--- src/sv/vldr_pkg.sv ---
// Shared types and constants for the voltage-limited duty ramp core.
// Used by voltage_limited_duty_ramp_core and vldr_checker; no dependencies.
package vldr_pkg;

    localparam int PULSE_W  = 16;
    localparam int SAMPLE_W = 12;
    localparam int DUTY_W   = 10;
    localparam int TARGET_W = 11;
    localparam int CFG_W    = 16;
    localparam int CFG_IDX_W = 2;

    // Register index codes of the configuration port
    typedef enum logic [CFG_IDX_W-1:0] {
        CFG_BRAKE_PULSE_LIMIT = 2'd0,
        CFG_VOLTAGE_THRESHOLD = 2'd1,
        CFG_DUTY_CEILING      = 2'd2,
        CFG_STARTUP_DUTY      = 2'd3
    } cfg_index_t;

    localparam logic [PULSE_W-1:0]  BRAKE_PULSE_LIMIT_RST = 16'd55000;
    localparam logic [SAMPLE_W-1:0] VOLTAGE_THRESHOLD_RST = 12'd2460;
    localparam logic [DUTY_W-1:0]   DUTY_CEILING_RST      = 10'd703;
    localparam logic [DUTY_W-1:0]   STARTUP_DUTY_RST      = 10'd9;

    // Full-scale pulse; the command is (PULSE_FULL - pulse) / 48
    localparam logic [PULSE_W-1:0] PULSE_FULL = 16'hFFFF;

    // Divide by 48 = shift by 4, then divide by 3 as multiply by 2731 / 2^13.
    // Exact for every 12-bit quotient input.
    localparam int DIV3_SHIFT = 13;
    localparam logic [11:0] DIV3_RECIP = 12'd2731;

    // Largest target reachable: 65535 / 48
    localparam logic [TARGET_W-1:0] TARGET_MAX = 11'd1365;

    // Output sideband bits
    localparam int USER_BRAKE_BIT = 0;
    localparam int USER_KICK_BIT  = 1;

endpackage

--- src/sv/voltage_limited_duty_ramp_core.sv ---
// Voltage-limited duty ramp core: brake, startup kick, target ramp and
// voltage-gated duty rise/fall, one result per control tick. Uses vldr_pkg.
//
// Path: a tick is captured in the input register and moves into the output
//   register when that register is free or being emptied by the consumer.
// Throughput: one tick per clock while the consumer accepts results; the
//   state update between the input and result registers sets that rate.
// Reset (rst_n low, asynchronous): configuration returns to its defaults,
//   duty and target clear, the bridge starts in brake, both stages empty.
module voltage_limited_duty_ramp_core (
    input  logic        clk,
    input  logic        rst_n,
    // Tick input
    input  logic        s_tvalid,
    output logic        s_tready,
    input  logic [31:0] s_tdata,    // [15:0] servo_pulse, [27:16] voltage_sample, rest zero
    // Result output
    output logic        m_tvalid,
    input  logic        m_tready,
    output logic [23:0] m_tdata,    // [9:0] duty, [20:10] target_level, rest zero
    output logic [1:0]  m_tuser,    // [0] brake, [1] startup_kick
    // Configuration write port
    input  logic                          cfg_we,
    input  logic [vldr_pkg::CFG_IDX_W-1:0] cfg_index,
    input  logic [vldr_pkg::CFG_W-1:0]     cfg_data
);
    import vldr_pkg::*;

    // Configuration registers
    logic [PULSE_W-1:0]  brake_pulse_limit_reg;
    logic [SAMPLE_W-1:0] voltage_threshold_reg;
    logic [DUTY_W-1:0]   duty_ceiling_reg;
    logic [DUTY_W-1:0]   startup_duty_reg;

    // Input stage
    logic                in_valid_reg;
    logic [PULSE_W-1:0]  pulse_reg;
    logic [SAMPLE_W-1:0] sample_reg;

    // Controller state
    logic [DUTY_W-1:0]   working_duty_reg, working_duty_next;
    logic [DUTY_W-1:0]   driven_duty_reg,  driven_duty_next;
    logic [TARGET_W-1:0] target_duty_reg,  target_duty_next;
    logic                braking_reg,      braking_next;
    logic                kick_next;

    // Output stage
    logic                out_valid_reg;
    logic [DUTY_W-1:0]   out_duty_reg;
    logic [TARGET_W-1:0] out_target_reg;
    logic                out_brake_reg;
    logic                out_kick_reg;

    logic in_fire;
    logic advance;

    // Move the held tick into the result register when that register is free
    // or being emptied this cycle.
    assign advance  = in_valid_reg && (!out_valid_reg || m_tready);
    assign s_tready = !in_valid_reg || advance;
    assign in_fire  = s_tvalid && s_tready;

    // Configuration writes; an index outside the list cannot occur with a
    // two-bit index, the default arm keeps the case complete.
    always_ff @(posedge clk or negedge rst_n)
    begin
        if (!rst_n)
        begin
            brake_pulse_limit_reg <= BRAKE_PULSE_LIMIT_RST;
            voltage_threshold_reg <= VOLTAGE_THRESHOLD_RST;
            duty_ceiling_reg      <= DUTY_CEILING_RST;
            startup_duty_reg      <= STARTUP_DUTY_RST;
        end
        else if (cfg_we)
        begin
            case (cfg_index_t'(cfg_index))
                CFG_BRAKE_PULSE_LIMIT: brake_pulse_limit_reg <= cfg_data[PULSE_W-1:0];
                CFG_VOLTAGE_THRESHOLD: voltage_threshold_reg <= cfg_data[SAMPLE_W-1:0];
                CFG_DUTY_CEILING:      duty_ceiling_reg      <= cfg_data[DUTY_W-1:0];
                CFG_STARTUP_DUTY:      startup_duty_reg      <= cfg_data[DUTY_W-1:0];
                default: ;
            endcase
        end
    end

    // Input register: capture a tick whenever the stage is free or draining.
    always_ff @(posedge clk or negedge rst_n)
    begin
        if (!rst_n)
        begin
            in_valid_reg <= 1'b0;
        end
        else if (in_fire)
        begin
            in_valid_reg <= 1'b1;
        end
        else if (advance)
        begin
            in_valid_reg <= 1'b0;
        end
    end

    always_ff @(posedge clk)
    begin
        if (in_fire)
        begin
            pulse_reg  <= s_tdata[PULSE_W-1:0];
            sample_reg <= s_tdata[PULSE_W+SAMPLE_W-1:PULSE_W];
        end
    end

    // Command = (65535 - pulse) / 48, taken as ((x >> 4) * 2731) >> 13.
    logic [PULSE_W-1:0]  headroom;
    logic [11:0]         headroom_div16;
    logic [23:0]         div3_product;
    logic [TARGET_W-1:0] command;

    assign headroom       = PULSE_FULL - pulse_reg;
    assign headroom_div16 = headroom[PULSE_W-1:4];
    assign div3_product   = 24'(headroom_div16) * 24'(DIV3_RECIP);
    assign command        = div3_product[DIV3_SHIFT+TARGET_W-1:DIV3_SHIFT];

    // One control tick
    logic                brake_tick;
    logic [DUTY_W-1:0]   driven_base;
    logic [DUTY_W-1:0]   clamped_duty;
    logic                voltage_high;

    always_comb
    begin
        brake_tick        = pulse_reg > brake_pulse_limit_reg;
        voltage_high      = sample_reg > voltage_threshold_reg;
        working_duty_next = working_duty_reg;
        driven_duty_next  = driven_duty_reg;
        target_duty_next  = target_duty_reg;
        braking_next      = braking_reg;
        kick_next         = 1'b0;
        driven_base       = driven_duty_reg;
        clamped_duty      = working_duty_reg;

        if (brake_tick)
        begin
            // Brake: drop the working duty, hold the driven duty and target.
            working_duty_next = '0;
            braking_next      = 1'b1;
        end
        else
        begin
            // Leaving brake: kick the motor and drive the startup duty.
            braking_next = 1'b0;
            kick_next    = braking_reg;
            if (braking_reg)
            begin
                driven_base = startup_duty_reg;
            end

            // Step the target up by one while below the command, else down by one, floor at zero.
            if (command > target_duty_reg)
            begin
                target_duty_next = target_duty_reg + 1'b1;
            end
            else if (target_duty_reg != '0)
            begin
                target_duty_next = target_duty_reg - 1'b1;
            end

            // Clamp to a nonzero target only.
            if (target_duty_next != '0
                && {1'b0, working_duty_reg} > target_duty_next)
            begin
                clamped_duty = target_duty_next[DUTY_W-1:0];
            end

            working_duty_next = clamped_duty;
            driven_duty_next  = driven_base;

            if (voltage_high)
            begin
                if (clamped_duty < duty_ceiling_reg
                    && {1'b0, clamped_duty} < target_duty_next)
                begin
                    working_duty_next = clamped_duty + 1'b1;
                    driven_duty_next  = clamped_duty + 1'b1;
                end
            end
            else if (clamped_duty > DUTY_W'(1))
            begin
                working_duty_next = clamped_duty - DUTY_W'(2);
                driven_duty_next  = clamped_duty - DUTY_W'(2);
            end
        end
    end

    // Commit state as the tick moves into the result register.
    always_ff @(posedge clk or negedge rst_n)
    begin
        if (!rst_n)
        begin
            working_duty_reg <= '0;
            driven_duty_reg  <= '0;
            target_duty_reg  <= '0;
            braking_reg      <= 1'b1;
        end
        else if (advance)
        begin
            working_duty_reg <= working_duty_next;
            driven_duty_reg  <= driven_duty_next;
            target_duty_reg  <= target_duty_next;
            braking_reg      <= braking_next;
        end
    end

    // Result register: hold while the consumer stalls.
    always_ff @(posedge clk or negedge rst_n)
    begin
        if (!rst_n)
        begin
            out_valid_reg <= 1'b0;
        end
        else if (advance)
        begin
            out_valid_reg <= 1'b1;
        end
        else if (m_tready)
        begin
            out_valid_reg <= 1'b0;
        end
    end

    always_ff @(posedge clk)
    begin
        if (advance)
        begin
            out_duty_reg   <= driven_duty_next;
            out_target_reg <= target_duty_next;
            out_brake_reg  <= braking_next;
            out_kick_reg   <= kick_next;
        end
    end

    assign m_tvalid = out_valid_reg;
    assign m_tdata  = {3'b000, out_target_reg, out_duty_reg};
    assign m_tuser[USER_BRAKE_BIT] = out_brake_reg;
    assign m_tuser[USER_KICK_BIT]  = out_kick_reg;

endmodule

--- config.mk ---
export PLATFORM = sky130hd
export DESIGN_NAME = voltage_limited_duty_ramp_core
export DESIGN_NICKNAME = d
export VERILOG_FILES = /design/src/sv/vldr_pkg.sv /design/src/sv/voltage_limited_duty_ramp_core.sv
export SDC_FILE = /design/constraint.sdc
export NUM_CORES = 1
export LEC_CHECK = 0
export BUFFER_PORTS_ARGS = -buffer_cell sky130_fd_sc_hd__buf_2
export CORE_MARGIN = 4
export CORE_UTILIZATION = 23
export CTS_BUF_LIST = sky130_fd_sc_hd__clkbuf_2 sky130_fd_sc_hd__clkbuf_4 sky130_fd_sc_hd__clkbuf_8
export CTS_CLUSTER_DIAMETER = 150
export CTS_CLUSTER_SIZE = 8
export DETAILED_ROUTE_END_ITERATION = 8
export SYNTH_ARGS = -nofsm -noshare
export SYNTH_HDL_FRONTEND = slang
export SYNTH_SLANG_ARGS = --single-unit
--- constraint.sdc ---
create_clock -name clk -period 30.6 [get_ports clk]
set_input_delay 0 -clock clk [delete_from_list [all_inputs] [get_ports clk]]
set_output_delay 0 -clock clk [all_outputs]
set_load 0.1 [all_outputs]
==> impl_metrics.py <==
metrics = {
    "clock_tree": {
        "numClockSinks": 133,
        "cts-root-buf": "clkbuf_8",
        "cts_made_buffers": 17,
        "clock_path_buffers": 2,
        "htreeDepth": 4,
        "cts_tree": "yes",
        "cts.clk_slew.worst_paths_ps": 100,
        "post_cts_buffers": 0,
        "clk_latency_ps": 460,
    },
    "grt": {
        "grt_pass1_wl_um": 48100,
        "grt_overflow": 0,
        "grt_antenna_before_repair": 0,
        "track_usage_pct": 11.2,
        "grt_pass1_vias": 9134,
        "grt_max_degree": 53,
    },
    "min_path": {
        "min_path_type": "input port to asynchronous set/reset pin",
    },
    "detailed_routing": {
        "vias": 8757,
        "drc": 0,
        "wl_um": 29100,
        "wl_per_cell_um": 15.5,
        "firstDrtPassIters": 5,
        "drtIter0Drc": 618,
        "ant_nets": 0,
        "met3WireLength_um": 1130,
        "routedLengthMet1_um": 13500,
        "vias_per_cell": 4.66,
        "top_layer": "met4",
        "wl_met2_um": 14100,
    },
    "timing": {
        "hold_viol": 0,
        "final_max_slew_viol_count": 0,
        "rsz0062_at_grt": "no",
        "finalCritPeriodShare_pct": 44.2,
        "finClkSkew_ps": 21.5,
        "setup_ws_ps": 17090,
        "fin_tns_setup_ps": 0,
        "tightest_slew_ps": 1110,
        "setup_viol": 0,
        "slew_headroom_pct": 26.3,
        "max_freq_mhz": 74.0,
        "period_needed_ps": 13510,
    },
    "run": {
        "cap_violations": 0,
    },
    "die": {
        "die_w_um": 228,
        "die_area_um2": 51900,
        "num_rows": 80,
        "die_h_um": 228,
        "initial_utilization_pct": 23.3,
        "io_pins": 83,
        "core_um2": 47700,
    },
    "synthesis": {
        "syn_avg_cell_area_um2": 9.79,
        "synth_async_sr_flop_share_pct": 61.7,
        "ys_top_cells_by_count": "inv_1, ha_1, nand2_1",
        "ys_types": 80,
        "yosys-top-cells-area": "ha_1, edfxtp_1, dfrtp_1",
        "synth_edf_count": 51,
        "syn_area_um2": 11100,
        "ys_warn_count": 0,
        "synth_seq_cells": 133,
        "yosysTopAreaCellShare_pct": 16.6,
        "synth_area_leader_cell": "ha_1",
        "ys_seq_area_share_pct": 32.5,
        "ys.flop_type": "dfrtp_1",
        "synth.most_common_cell": "inv_1",
        "syn-instance-count": 1135,
    },
    "layout": {
        "layout.cells.non_filler": 1878,
        "drive_gt1_share_pct": 17.3,
        "fillers": 4972,
        "nets": 1492,
        "area_growth_pct": 17.3,
        "antenna_cells": 0,
    },
    "critical_path": {
        "worst_setup_path_start_kind": "flop",
        "worstSetupEndpointType": "flop",
        "critPathTopFamily": "compound AO/OA/AOI/OAI gates",
        "crit_type": "flop to flop",
        "slowest_delay_ps": 860,
        "r2r_cells": 43,
        "reg2reg_to": "out_duty_reg[5]",
        "slowest_stage": "o21ai_1",
        "cp.buffers_inverters": 5,
        "rr_startpoint": "pulse_reg[10]",
        "crit_required_ps": 30920,
        "cp_max_fo": 24,
        "crit_top_cell": "ha_1",
        "cp.arrival_ps": 13840,
        "reg2reg_slack_ps": 17090,
    },
    "place": {
        "io_buffers": 75,
        "dp_hpwl_um": 22700,
        "placed_cells": 1798,
        "gp_congestion": 0.900,
        "place_ws_ps": 17130,
    },
    "run_status": {
        "status": "finished, final reports clean",
    },
}
[layer usage]
metal	vias to the layer above	track usage [%]
li1	4229	-
met1	4281	15.0
met2	218	19.2
met3	29	1.41
met4	0	2.83
met5	-	0
[worst reg2reg max path: cells and delay by family (launching register included)]
kind / cells / cell delay [ps]
AO/OA/AOI/OAI: 19 / 5960
XOR/XNOR: 1 / 160
adder cells (fa/ha/maj): 9 / 3500
buffers and inverters: 5 / 660
flip-flops: 1 / 500
multiplexers: 1 / 230
AND/OR/NAND/NOR: 8 / 2380
[repair_timing]
item,CTS,global route
hold buffers,48,0
resized for setup,0,0
hold endpoints to repair,108,0
[cell families (layout without fill, tap and decap cells)]
kind of cell	Yosys count	in the layout	share of synthesized area [%]
AND/OR/NAND/NOR	293	293	14.0
AO/OA/AOI/OAI	221	221	13.1
buffers and inverters	192	318	6.88
adder cells (fa/ha/maj)	187	187	23.8
flip-flops	133	133	32.5
multiplexers	65	65	6.34
XOR/XNOR	43	43	3.39
other	1	3	0.0337
[layout by cell type (no fill, tap or decap), types with 5 or more instances in the layout]
cell type / instances
inv_1: 150
ha_1: 147
nand2_1: 88
buf_2: 74
o21ai_0: 66
dfrtp_1: 56
a21oi_1: 54
edfxtp_1: 51
dlygate4sd3_1: 48
nor2_1: 45
mux2_2: 43
fa_1: 40
xnor2_1: 35
nand3_1: 30
dfstp_2: 26
mux2i_1: 22
nor3_1: 21
clkbuf_8: 17
nand4_1: 16
nor2b_1: 15
a21o_1: 14
and3_1: 13
and2_1: 13
buf_4: 12
nand2b_1: 10
o221ai_1: 10
xor2_1: 8
a22oi_1: 7
o211ai_1: 7
nor4_1: 6
nand3b_1: 5
a211oi_1: 5
a31oi_1: 5
o2111ai_1: 5
[final cells by class]
type | count | area [um2] | share of cell area, %
clock inverters | 15 | 143 | 1.09
flip-flops and latches | 133 | 3620 | 27.8
well taps | 615 | 769 | 5.91
clock buffers | 17 | 234 | 1.80
repair buffers | 134 | 941 | 7.22
multi-input cells | 812 | 6760 | 51.9
inverters | 152 | 571 | 4.38
[stage by stage]
| step | utilization, % | instance area (um2) | hold WS (ps) |
|---|---|---|---|
| 2_1_floorplan | - | 11100 | -296 |
| 3_3_place_gp | 25.5 | 12200 | 5.25 |
| 3_5_place_dp | 25.5 | 12200 | -1.01 |
| 4_1_cts | 27.3 | 13000 | 28.4 |
| 5_1_grt | 27.3 | 13000 | 54.6 |
| 6_report | 27.3 | 13000 | 44.2 |
[worst max path at each step]
stage / start / to / slack, ps / cells after the start
final: pulse_reg[10] / out_duty_reg[5] / 17090 / 43
after global placement: pulse_reg[12] / out_duty_reg[9] / 17120 / 43
after CTS: pulse_reg[10] / out_duty_reg[9] / 17090 / 43
after global routing: pulse_reg[12] / out_duty_reg[9] / 16140 / 43
after floorplan: pulse_reg[5] / out_duty_reg[9] / 19690 / 46
after detailed placement: pulse_reg[10] / out_duty_reg[9] / 17130 / 43
Power is left out: the tool's default activity adds up to more than one toggle a clock period on the data nets, which glitch-free logic cannot reach.
